===== config.mk =====
export PLATFORM = sky130hd
export DESIGN_NAME = simple9_word_packer_top
export DESIGN_NICKNAME = d
export VERILOG_FILES = /design/src/s9wp_pkg.sv /design/src/s9wp_ram.sv /design/src/s9wp_ctrl.sv /design/src/s9wp_dp.sv /design/src/simple9_word_packer_top.sv
export SDC_FILE = /design/constraint.sdc
export NUM_CORES = 2
export LEC_CHECK = 0
export ABC_AREA = 0
export BUFFER_PORTS_ARGS = -buffer_cell sky130_fd_sc_hd__buf_2
export CORE_MARGIN = 2
export CORE_UTILIZATION = 30
export CTS_CLUSTER_DIAMETER = 150
export CTS_CLUSTER_SIZE = 12
export DETAILED_ROUTE_END_ITERATION = 16
export MAX_ROUTING_LAYER = met4
export PLACE_DENSITY = 0.42
export SLEW_MARGIN = 10
export SYNTH_ARGS = -nofsm -noshare
export SYNTH_HDL_FRONTEND = slang
export SYNTH_SLANG_ARGS = --single-unit

===== constraint.sdc =====
create_clock -name clk -period 6.8 [get_ports clk]
set_input_delay 1.36 -clock clk [delete_from_list [all_inputs] [get_ports clk]]
set_output_delay 1.36 -clock clk [all_outputs]
set_load 0.02 [all_outputs]

===== src/s9wp_pkg.sv =====
// package for the simple9 word packer
// layout tables, value classification and the controller/datapath interface structs
// no dependencies
package s9wp_pkg;

  localparam int SLOTS       = 28;
  localparam int DATA_W      = 32;
  localparam int SEL_W       = 4;
  localparam int PAY_W       = 28;
  localparam int CNT_W       = 5;
  localparam int PTR_W       = $clog2(SLOTS);
  localparam int NUM_LAYOUTS = 9;

  localparam logic [SEL_W-1:0] CLS_TOO_WIDE = 4'd9;

  typedef logic [SEL_W-1:0] cls_t;

  typedef struct packed {
    logic accept;
    logic decide;
    logic pack;
    logic load;
    logic err_emit;
  } cmd_t;

  typedef struct packed {
    logic trigger;
    logic found;
    logic rem_last;
    logic drain_more;
    logic out_free;
  } status_t;

  function automatic logic [CNT_W-1:0] layout_count(input logic [SEL_W-1:0] sel);
    logic [CNT_W-1:0] c;
    case (sel)
      4'd0:    c = 5'd28;
      4'd1:    c = 5'd14;
      4'd2:    c = 5'd9;
      4'd3:    c = 5'd7;
      4'd4:    c = 5'd5;
      4'd5:    c = 5'd4;
      4'd6:    c = 5'd3;
      4'd7:    c = 5'd2;
      default: c = 5'd1;
    endcase
    return c;
  endfunction

  function automatic logic [CNT_W-1:0] layout_bits(input logic [SEL_W-1:0] sel);
    logic [CNT_W-1:0] b;
    case (sel)
      4'd0:    b = 5'd1;
      4'd1:    b = 5'd2;
      4'd2:    b = 5'd3;
      4'd3:    b = 5'd4;
      4'd4:    b = 5'd5;
      4'd5:    b = 5'd7;
      4'd6:    b = 5'd9;
      4'd7:    b = 5'd14;
      default: b = 5'd28;
    endcase
    return b;
  endfunction

  // smallest layout whose slot width holds the value
  function automatic cls_t value_class(input logic [DATA_W-1:0] v);
    cls_t c;
    if (v[31:28] != '0)      c = CLS_TOO_WIDE;
    else if (v[27:14] != '0) c = 4'd8;
    else if (v[13:9] != '0)  c = 4'd7;
    else if (v[8:7] != '0)   c = 4'd6;
    else if (v[6:5] != '0)   c = 4'd5;
    else if (v[4])           c = 4'd4;
    else if (v[3])           c = 4'd3;
    else if (v[2])           c = 4'd2;
    else if (v[1])           c = 4'd1;
    else                     c = 4'd0;
    return c;
  endfunction

endpackage


===== src/s9wp_ram.sv =====
// generic single-write, single-read ram with registered read data
// no dependencies
module s9wp_ram #(
  parameter int WIDTH = 32,
  parameter int DEPTH = 28
) (
  input  logic                     clk,
  input  logic                     we,
  input  logic [$clog2(DEPTH)-1:0] waddr,
  input  logic [WIDTH-1:0]         wdata,
  input  logic [$clog2(DEPTH)-1:0] raddr,
  output logic [WIDTH-1:0]         rdata
);

  logic [WIDTH-1:0] mem [DEPTH];

  always_ff @(posedge clk) begin
    if (we) begin
      mem[waddr] <= wdata;
    end
    rdata <= mem[raddr];
  end

endmodule


===== src/s9wp_ctrl.sv =====
// controller state machine for the simple9 word packer
// depends on s9wp_pkg (cmd_t, status_t)
module s9wp_ctrl (
  input  logic              clk,
  input  logic              rst_n,
  input  logic              in_tvalid,
  output logic              in_tready,
  input  s9wp_pkg::status_t st,
  output s9wp_pkg::cmd_t    cmd
);

  typedef enum logic [2:0] {
    ST_IDLE   = 3'b001,
    ST_DECIDE = 3'b010,
    ST_PACK   = 3'b100
  } state_t;

  state_t state_r, state_nxt;

  always_comb begin
    state_nxt = state_r;
    cmd       = '0;
    in_tready = 1'b0;
    case (state_r)
      ST_IDLE: begin
        in_tready = 1'b1;
        if (in_tvalid) begin
          cmd.accept = 1'b1;
          if (st.trigger) state_nxt = ST_DECIDE;
        end
      end
      ST_DECIDE: begin
        if (st.found) begin
          cmd.decide = 1'b1;
          state_nxt  = ST_PACK;
        end else if (st.out_free) begin
          cmd.err_emit = 1'b1;
          state_nxt    = st.drain_more ? ST_DECIDE : ST_IDLE;
        end
      end
      ST_PACK: begin
        if (!st.rem_last) begin
          cmd.pack = 1'b1;
        end else if (st.out_free) begin
          cmd.pack  = 1'b1;
          cmd.load  = 1'b1;
          state_nxt = st.drain_more ? ST_DECIDE : ST_IDLE;
        end
      end
      default: state_nxt = ST_IDLE;
    endcase
  end

  always_ff @(posedge clk) begin
    if (!rst_n) begin
      state_r <= ST_IDLE;
    end else begin
      state_r <= state_nxt;
    end
  end

endmodule


===== src/s9wp_dp.sv =====
// datapath for the simple9 word packer: value ring buffer, class shift line,
// layout choice, word accumulator and output register
// depends on s9wp_pkg and s9wp_ram
module s9wp_dp (
  input  logic                          clk,
  input  logic                          rst_n,
  input  s9wp_pkg::cmd_t                cmd,
  output s9wp_pkg::status_t             st,
  input  logic [s9wp_pkg::DATA_W-1:0]   in_value,
  input  logic                          in_eoa,
  output logic                          out_valid,
  input  logic                          out_ready,
  output logic [s9wp_pkg::DATA_W-1:0]   out_word,
  output logic                          out_err,
  output logic                          out_last
);

  localparam int SLOTS = s9wp_pkg::SLOTS;
  localparam int PTR_W = s9wp_pkg::PTR_W;
  localparam int CNT_W = s9wp_pkg::CNT_W;
  localparam int SEL_W = s9wp_pkg::SEL_W;
  localparam int PAY_W = s9wp_pkg::PAY_W;
  localparam int NL    = s9wp_pkg::NUM_LAYOUTS;

  logic [PTR_W-1:0] head_r, head_nxt, tail_r, tail_nxt;
  logic [CNT_W-1:0] count_r, count_nxt;
  logic             eoa_r;
  s9wp_pkg::cls_t   class_r [SLOTS];
  s9wp_pkg::cls_t   class_nxt [SLOTS];

  logic [SEL_W-1:0] sel_r, sel_pick;
  logic [CNT_W-1:0] rem_r, n_pick, bits_cur, used_r, used_nxt;
  logic [PAY_W-1:0] acc_r, acc_nxt, mask_cur, pay_final;
  logic [NL-1:0]    ok;
  logic             found;
  logic [s9wp_pkg::DATA_W-1:0] rd_data;

  logic                         out_valid_r;
  logic [s9wp_pkg::DATA_W-1:0]  out_word_r;
  logic                         out_err_r, out_last_r;

  function automatic logic [PTR_W-1:0] ptr_inc(input logic [PTR_W-1:0] p);
    return (p == PTR_W'(SLOTS - 1)) ? '0 : p + PTR_W'(1);
  endfunction

  s9wp_ram #(
    .WIDTH(s9wp_pkg::DATA_W),
    .DEPTH(SLOTS)
  ) u_ram (
    .clk  (clk),
    .we   (cmd.accept),
    .waddr(tail_r),
    .wdata(in_value),
    .raddr(head_nxt),
    .rdata(rd_data)
  );

  // layout choice from the classes of the pending head
  always_comb begin
    for (int s = 0; s < NL; s++) begin
      ok[s] = 1'b1;
      for (int i = 0; i < SLOTS; i++) begin
        if (CNT_W'(i) < s9wp_pkg::layout_count(SEL_W'(s)) && CNT_W'(i) < count_r &&
            class_r[i] > SEL_W'(s)) begin
          ok[s] = 1'b0;
        end
      end
    end
    found    = 1'b0;
    sel_pick = '0;
    for (int s = NL - 1; s >= 0; s--) begin
      if (ok[s]) begin
        found    = 1'b1;
        sel_pick = SEL_W'(s);
      end
    end
    n_pick = (count_r < s9wp_pkg::layout_count(sel_pick)) ?
             count_r : s9wp_pkg::layout_count(sel_pick);
  end

  always_comb begin
    bits_cur  = s9wp_pkg::layout_bits(sel_r);
    mask_cur  = (PAY_W'(1) << bits_cur) - PAY_W'(1);
    acc_nxt   = (acc_r << bits_cur) | (rd_data[PAY_W-1:0] & mask_cur);
    used_nxt  = used_r + bits_cur;
    pay_final = acc_nxt << (CNT_W'(PAY_W) - used_nxt);
  end

  always_comb begin
    head_nxt  = head_r;
    tail_nxt  = tail_r;
    count_nxt = count_r;
    for (int i = 0; i < SLOTS; i++) begin
      class_nxt[i] = class_r[i];
    end
    if (cmd.accept) begin
      tail_nxt  = ptr_inc(tail_r);
      count_nxt = count_r + CNT_W'(1);
      for (int i = 0; i < SLOTS; i++) begin
        if (count_r == CNT_W'(i)) class_nxt[i] = s9wp_pkg::value_class(in_value);
      end
    end
    if (cmd.pack || cmd.err_emit) begin
      head_nxt  = ptr_inc(head_r);
      count_nxt = count_r - CNT_W'(1);
      for (int i = 0; i < SLOTS - 1; i++) begin
        class_nxt[i] = class_r[i+1];
      end
    end
  end

  always_ff @(posedge clk) begin
    if (!rst_n) begin
      head_r      <= '0;
      tail_r      <= '0;
      count_r     <= '0;
      out_valid_r <= 1'b0;
    end else begin
      head_r  <= head_nxt;
      tail_r  <= tail_nxt;
      count_r <= count_nxt;
      if (cmd.load || cmd.err_emit) begin
        out_valid_r <= 1'b1;
      end else if (out_ready) begin
        out_valid_r <= 1'b0;
      end
    end
  end

  always_ff @(posedge clk) begin
    for (int i = 0; i < SLOTS; i++) begin
      class_r[i] <= class_nxt[i];
    end
    if (cmd.accept) eoa_r <= in_eoa;
    if (cmd.decide) begin
      sel_r  <= sel_pick;
      rem_r  <= n_pick;
      acc_r  <= '0;
      used_r <= '0;
    end else if (cmd.pack) begin
      rem_r  <= rem_r - CNT_W'(1);
      acc_r  <= acc_nxt;
      used_r <= used_nxt;
    end
    if (cmd.load) begin
      out_word_r <= {sel_r, pay_final};
      out_err_r  <= 1'b0;
      out_last_r <= eoa_r && (count_r == CNT_W'(1));
    end else if (cmd.err_emit) begin
      out_word_r <= '0;
      out_err_r  <= 1'b1;
      out_last_r <= eoa_r && (count_r == CNT_W'(1));
    end
  end

  assign st.trigger    = in_eoa || (count_r == CNT_W'(SLOTS - 1));
  assign st.found      = found;
  assign st.rem_last   = (rem_r == CNT_W'(1));
  assign st.drain_more = eoa_r && (count_r != CNT_W'(1));
  assign st.out_free   = !out_valid_r || out_ready;

  assign out_valid = out_valid_r;
  assign out_word  = out_word_r;
  assign out_err   = out_err_r;
  assign out_last  = out_last_r;

endmodule


===== src/simple9_word_packer_top.sv =====
// top level of the simple9 word packer
// depends on s9wp_pkg, s9wp_ctrl, s9wp_dp (which holds s9wp_ram)
//
//   channel | direction | tdata                  | tuser           | tlast
//   in_     | input     | [31:0] value           | -               | end of array
//   out_    | output    | [31:0] packed word     | [0] range error | last word of array
//
// a value is taken while idle, when no word falls due; a word costs a layout decision
// and one pack step, a ram read, per value it carries; an error word needs no pack step
// after the end mark the pending values drain in as many words as needed, no input taken
// reset empties the buffer at once: no clearing pass
// one finished word waits in the output register; the block stalls only when the next
// word is ready while that one has not been taken
module simple9_word_packer_top (
  input  logic        clk,
  input  logic        rst_n,
  input  logic        in_tvalid,
  output logic        in_tready,
  input  logic [31:0] in_tdata,   // [31:0] value
  input  logic        in_tlast,
  output logic        out_tvalid,
  input  logic        out_tready,
  output logic [31:0] out_tdata,  // [31:0] packed_word
  output logic [0:0]  out_tuser,  // [0] range_error
  output logic        out_tlast
);

  s9wp_pkg::cmd_t    cmd;
  s9wp_pkg::status_t st;
  logic              out_err;

  s9wp_ctrl u_ctrl (
    .clk      (clk),
    .rst_n    (rst_n),
    .in_tvalid(in_tvalid),
    .in_tready(in_tready),
    .st       (st),
    .cmd      (cmd)
  );

  s9wp_dp u_dp (
    .clk      (clk),
    .rst_n    (rst_n),
    .cmd      (cmd),
    .st       (st),
    .in_value (in_tdata),
    .in_eoa   (in_tlast),
    .out_valid(out_tvalid),
    .out_ready(out_tready),
    .out_word (out_tdata),
    .out_err  (out_err),
    .out_last (out_tlast)
  );

  assign out_tuser[0] = out_err;

endmodule


==> flow_metrics.py <==
metrics = {
    "status": {
        "outcome": "complete, no violations",
    },
    "sta": {
        "max_freq_ghz": 0.1998,
        "setup_tns_ns": 0,
        "hold_viol_final": 0,
        "worst_clock_skew_ns": 0.03771,
        "finalMaxSlewViolations": 0,
        "max_slew.worst_pin.slew_ns": 1.154,
        "setup_violations": 0,
        "timing.final.crit_period_ns": 5.006,
        "relSlewSlack_pct": 22.38,
        "period_share_pct": 73.62,
        "rsz0062_at_grt": "false",
    },
    "synth": {
        "ys_warn_count": 0,
        "ys.flop_type": "edfxtp_1",
        "yosysTopAreaCellShare_pct": 63.51,
        "synth_cell_type_count": 94,
        "syn_nets": 3208,
        "synthTopCellsByArea": "edfxtp_1 64%, mux4_2 6.8%, dfxtp_1 3.8%",
        "ys_seq_area_share_pct": 67.34,
        "syn_area_per_cell_sq_um": 14.11,
        "synth_top_area_cell": "edfxtp_1",
        "synth_cells": 3147,
        "ys_ff_latch": 1024,
        "netlist_area_sq_um": 44400,
        "synth_edf_count": 939,
        "postSynth.asyncResetShare_pct": 0,
    },
    "cells_and_area": {
        "fin_util_pct": 34.10,
        "num-fill-cells": 14230,
        "nNetsFinal": 3276,
        "final_cell_mix": "939 x edfxtp_1, 435 x nand2_1, 138 x nor2_1",
        "final_common_cell": "edfxtp_1",
        "drive_gt1_share_pct": 15.79,
        "syn2layout_area_growth_pct": 13.13,
    },
    "die": {
        "die_height_um": 388.7,
        "start_util_pct": 30.14,
        "fp-row-count": 141,
        "dieArea_sq_um": 151100,
        "die_w_um": 388.7,
        "num_io_pins": 73,
        "design.core.area_sq_um": 147300,
    },
    "drt": {
        "via_count": 28530,
        "drc": 0,
        "wirelength_um": 144800,
        "drtIter0Drc": 2718,
        "ant_nets": 0,
        "routedWlPerCell_um": 27.73,
        "firstDrtPassIters": 5,
        "via_per_inst": 5.462,
    },
    "worst_setup_path": {
        "critical_path.slowest_cell": "nor3_1",
        "cp_data_required_time_ns": 7.25,
        "crit_chain": "buf_4, nor3_1, nand2_1, ha_1, o21a_1, a21o_1, a222oi_1, mux2i_1, mux2_2, o2bb2ai_1, nor4_1, a311o_1",
        "cp-end-kind": "register",
        "critPathMaxFanout": 37,
        "worstSetupPathType": "reg2reg",
        "slowest_delay_ns": 0.65,
        "cp-start-kind": "register",
        "cp.arrival_ns": 5.45,
    },
    "clock_network": {
        "insertion_delay_ns": 0.72,
        "clk_pin_slew_ns": 0.06,
        "cts_buffers": 95,
        "cts_setup_buffers": 0,
        "tritoncts": "built",
        "htreeDepth": 3,
        "clockBufferDepth": 3,
        "clock-root-buffer": "clkbuf_16",
        "ctsResizeCount": 0,
        "cts_sinks": 1024,
        "hold_buffers": 0,
    },
    "power": {
        "clkPwrFrac_pct": 35.2,
        "p_comb_share_pct": 14.2,
        "p_sw_mw": 3.969,
        "p_int_mw": 10.39,
        "swShare_pct": 27.64,
        "leakage_nw": 16.87,
        "powerDensity_nw_per_um2": 285.9,
        "seq_power_share_pct": 50.6,
        "vdd_drop_max_mv": 0.2194,
    },
    "run": {
        "maxCapViolCount": 0,
    },
    "placed_design": {
        "finalWeightedCongestion": 0.8771,
        "hpwl_um": 92250,
        "portBuffers": 72,
    },
    "global_routing": {
        "grt_pass1_wl_um": 208900,
        "antenna_found_initial": 10,
        "grt-ovfl-total": 0,
        "grt_usage_pct": 19.48,
        "grt_max_degree": 107,
        "grt_pass1_vias": 28170,
    },
    "worst_hold_path": {
        "hold_path.class": "reg2reg",
    },
}
## worst max-delay path, delay by kind of cell, from the launching register on
kind	cells	cell delay, ns
muxes	2	0.65
and+or+nand+nor	3	0.93
AOI/OAI and AO/OA	5	1.73
DFF	1	0.64
adders and majority gates	1	0.39
buffers and inverters	1	0.37
## cell usage after synthesis (all sizes together) (33+ instances only)
cell	count
a221oi	40
nor2	170
dfxtp	85
mux2i	52
mux4	134
clkbuf	129
edfxtp	939
nand2	435
a31oi	53
a22oi	47
a211oi	56
a21oi	125
buf	76
and3	34
mux2	33
a21o	83
nor4	33
o21ai	93
o22ai	56
nor3	70
## per-layer routing
| metal | part of all wire [%] | GRT usage [%] | wire, um |
|---|---|---|---|
| met1 | 46 | 27.06 | 66840 |
| met2 | 47 | 30.39 | 67930 |
| met3 | 4.7 | 2.524 | 6837 |
| met4 | 2.2 | 4.549 | 3205 |
| met5 | 0 | - | 0 |
## power by group through the flow
stage	Sequential, mW	Combinational (mW)	Clock, mW
after global routing	7.27	2.21	5.42
final	7.27	2.03	5.06
after CTS	7.27	2.02	5.21
after detailed placement	7.40	2.01	0
after floorplan	7.26	1.29	0
after global placement	7.40	2.00	0
## flip-flops by register name, summed over array words and instances, names as in the netlist, 3 cells and up, named ones only
| register | count |
|---|---|
| u_dp.sel_r | 4 |
| u_dp.u_ram.rdata | 28 |
| u_dp.used_r | 5 |
| u_dp.class_r | 112 |
| u_dp.acc_r | 28 |
| u_dp.tail_r | 5 |
| u_dp.u_ram.mem | 784 |
| u_dp.out_word | 32 |
| u_dp.head_r | 5 |
| u_dp.rem_r | 5 |
| u_ctrl.state_r | 3 |
| u_dp.count_r | 5 |
## logic make-up (layout without fill, tap and decap cells)
logic type,Yosys count,in the layout,synth area share [%]
flip-flops,1024,1024,67.34
multiplexers,219,219,8.832
XOR/XNOR,18,18,0.3551
adder cells (fa/ha/maj),25,25,0.7158
other,0,6,0
AND/OR/NAND/NOR,908,908,9.353
buffers and inverters,241,381,2.364
AO/OA/AOI/OAI,712,712,11.04
## final cells by class
cell class / instances / area, sq um / share of cell area, %
multi-input combinational: 1882 / 13780 / 27.43
tap: 1930 / 2415 / 4.808
timing repair buffer: 176 / 1204 / 2.396
clock inverter: 7 / 131.4 / 0.2616
inverter: 36 / 135.1 / 0.2690
antenna: 6 / 15.01 / 0.02989
sequential: 1024 / 29900 / 59.53
clock buffer: 162 / 2650 / 5.276
## final timing paths
kind / from / to / slack, ns / depth (start not counted)
hold / removal: u_dp.out_err / u_dp.out_err / 0.48 / 2
setup / recovery: u_dp.sel_r[3] / u_dp.out_word[21] / 1.79 / 12
hold reg to reg: u_dp.out_err / u_dp.out_err / 0.48 / 2
setup reg to reg: u_dp.sel_r[3] / u_dp.out_word[21] / 1.79 / 12
## through the flow
step / total power [mW] / setup WS [ns] / instance area (sq um) / hold WS (ns) / std cells
final: 14.36 / 1.794 / 50230 / 0.4809 / 5223
after detailed placement: 9.411 / 1.655 / 47430 / 0.4752 / 5048
after floorplan: 8.551 / 2.238 / 44400 / 0.4458 / 3147
after CTS: 14.49 / 1.799 / 50210 / 0.4885 / 5217
after global routing: 14.90 / 1.419 / 50220 / 0.5069 / 5222
after global placement: 9.400 / 1.516 / 47400 / 0.4614 / 5047
No activity file was read; power rests on OpenSTA's default activity.
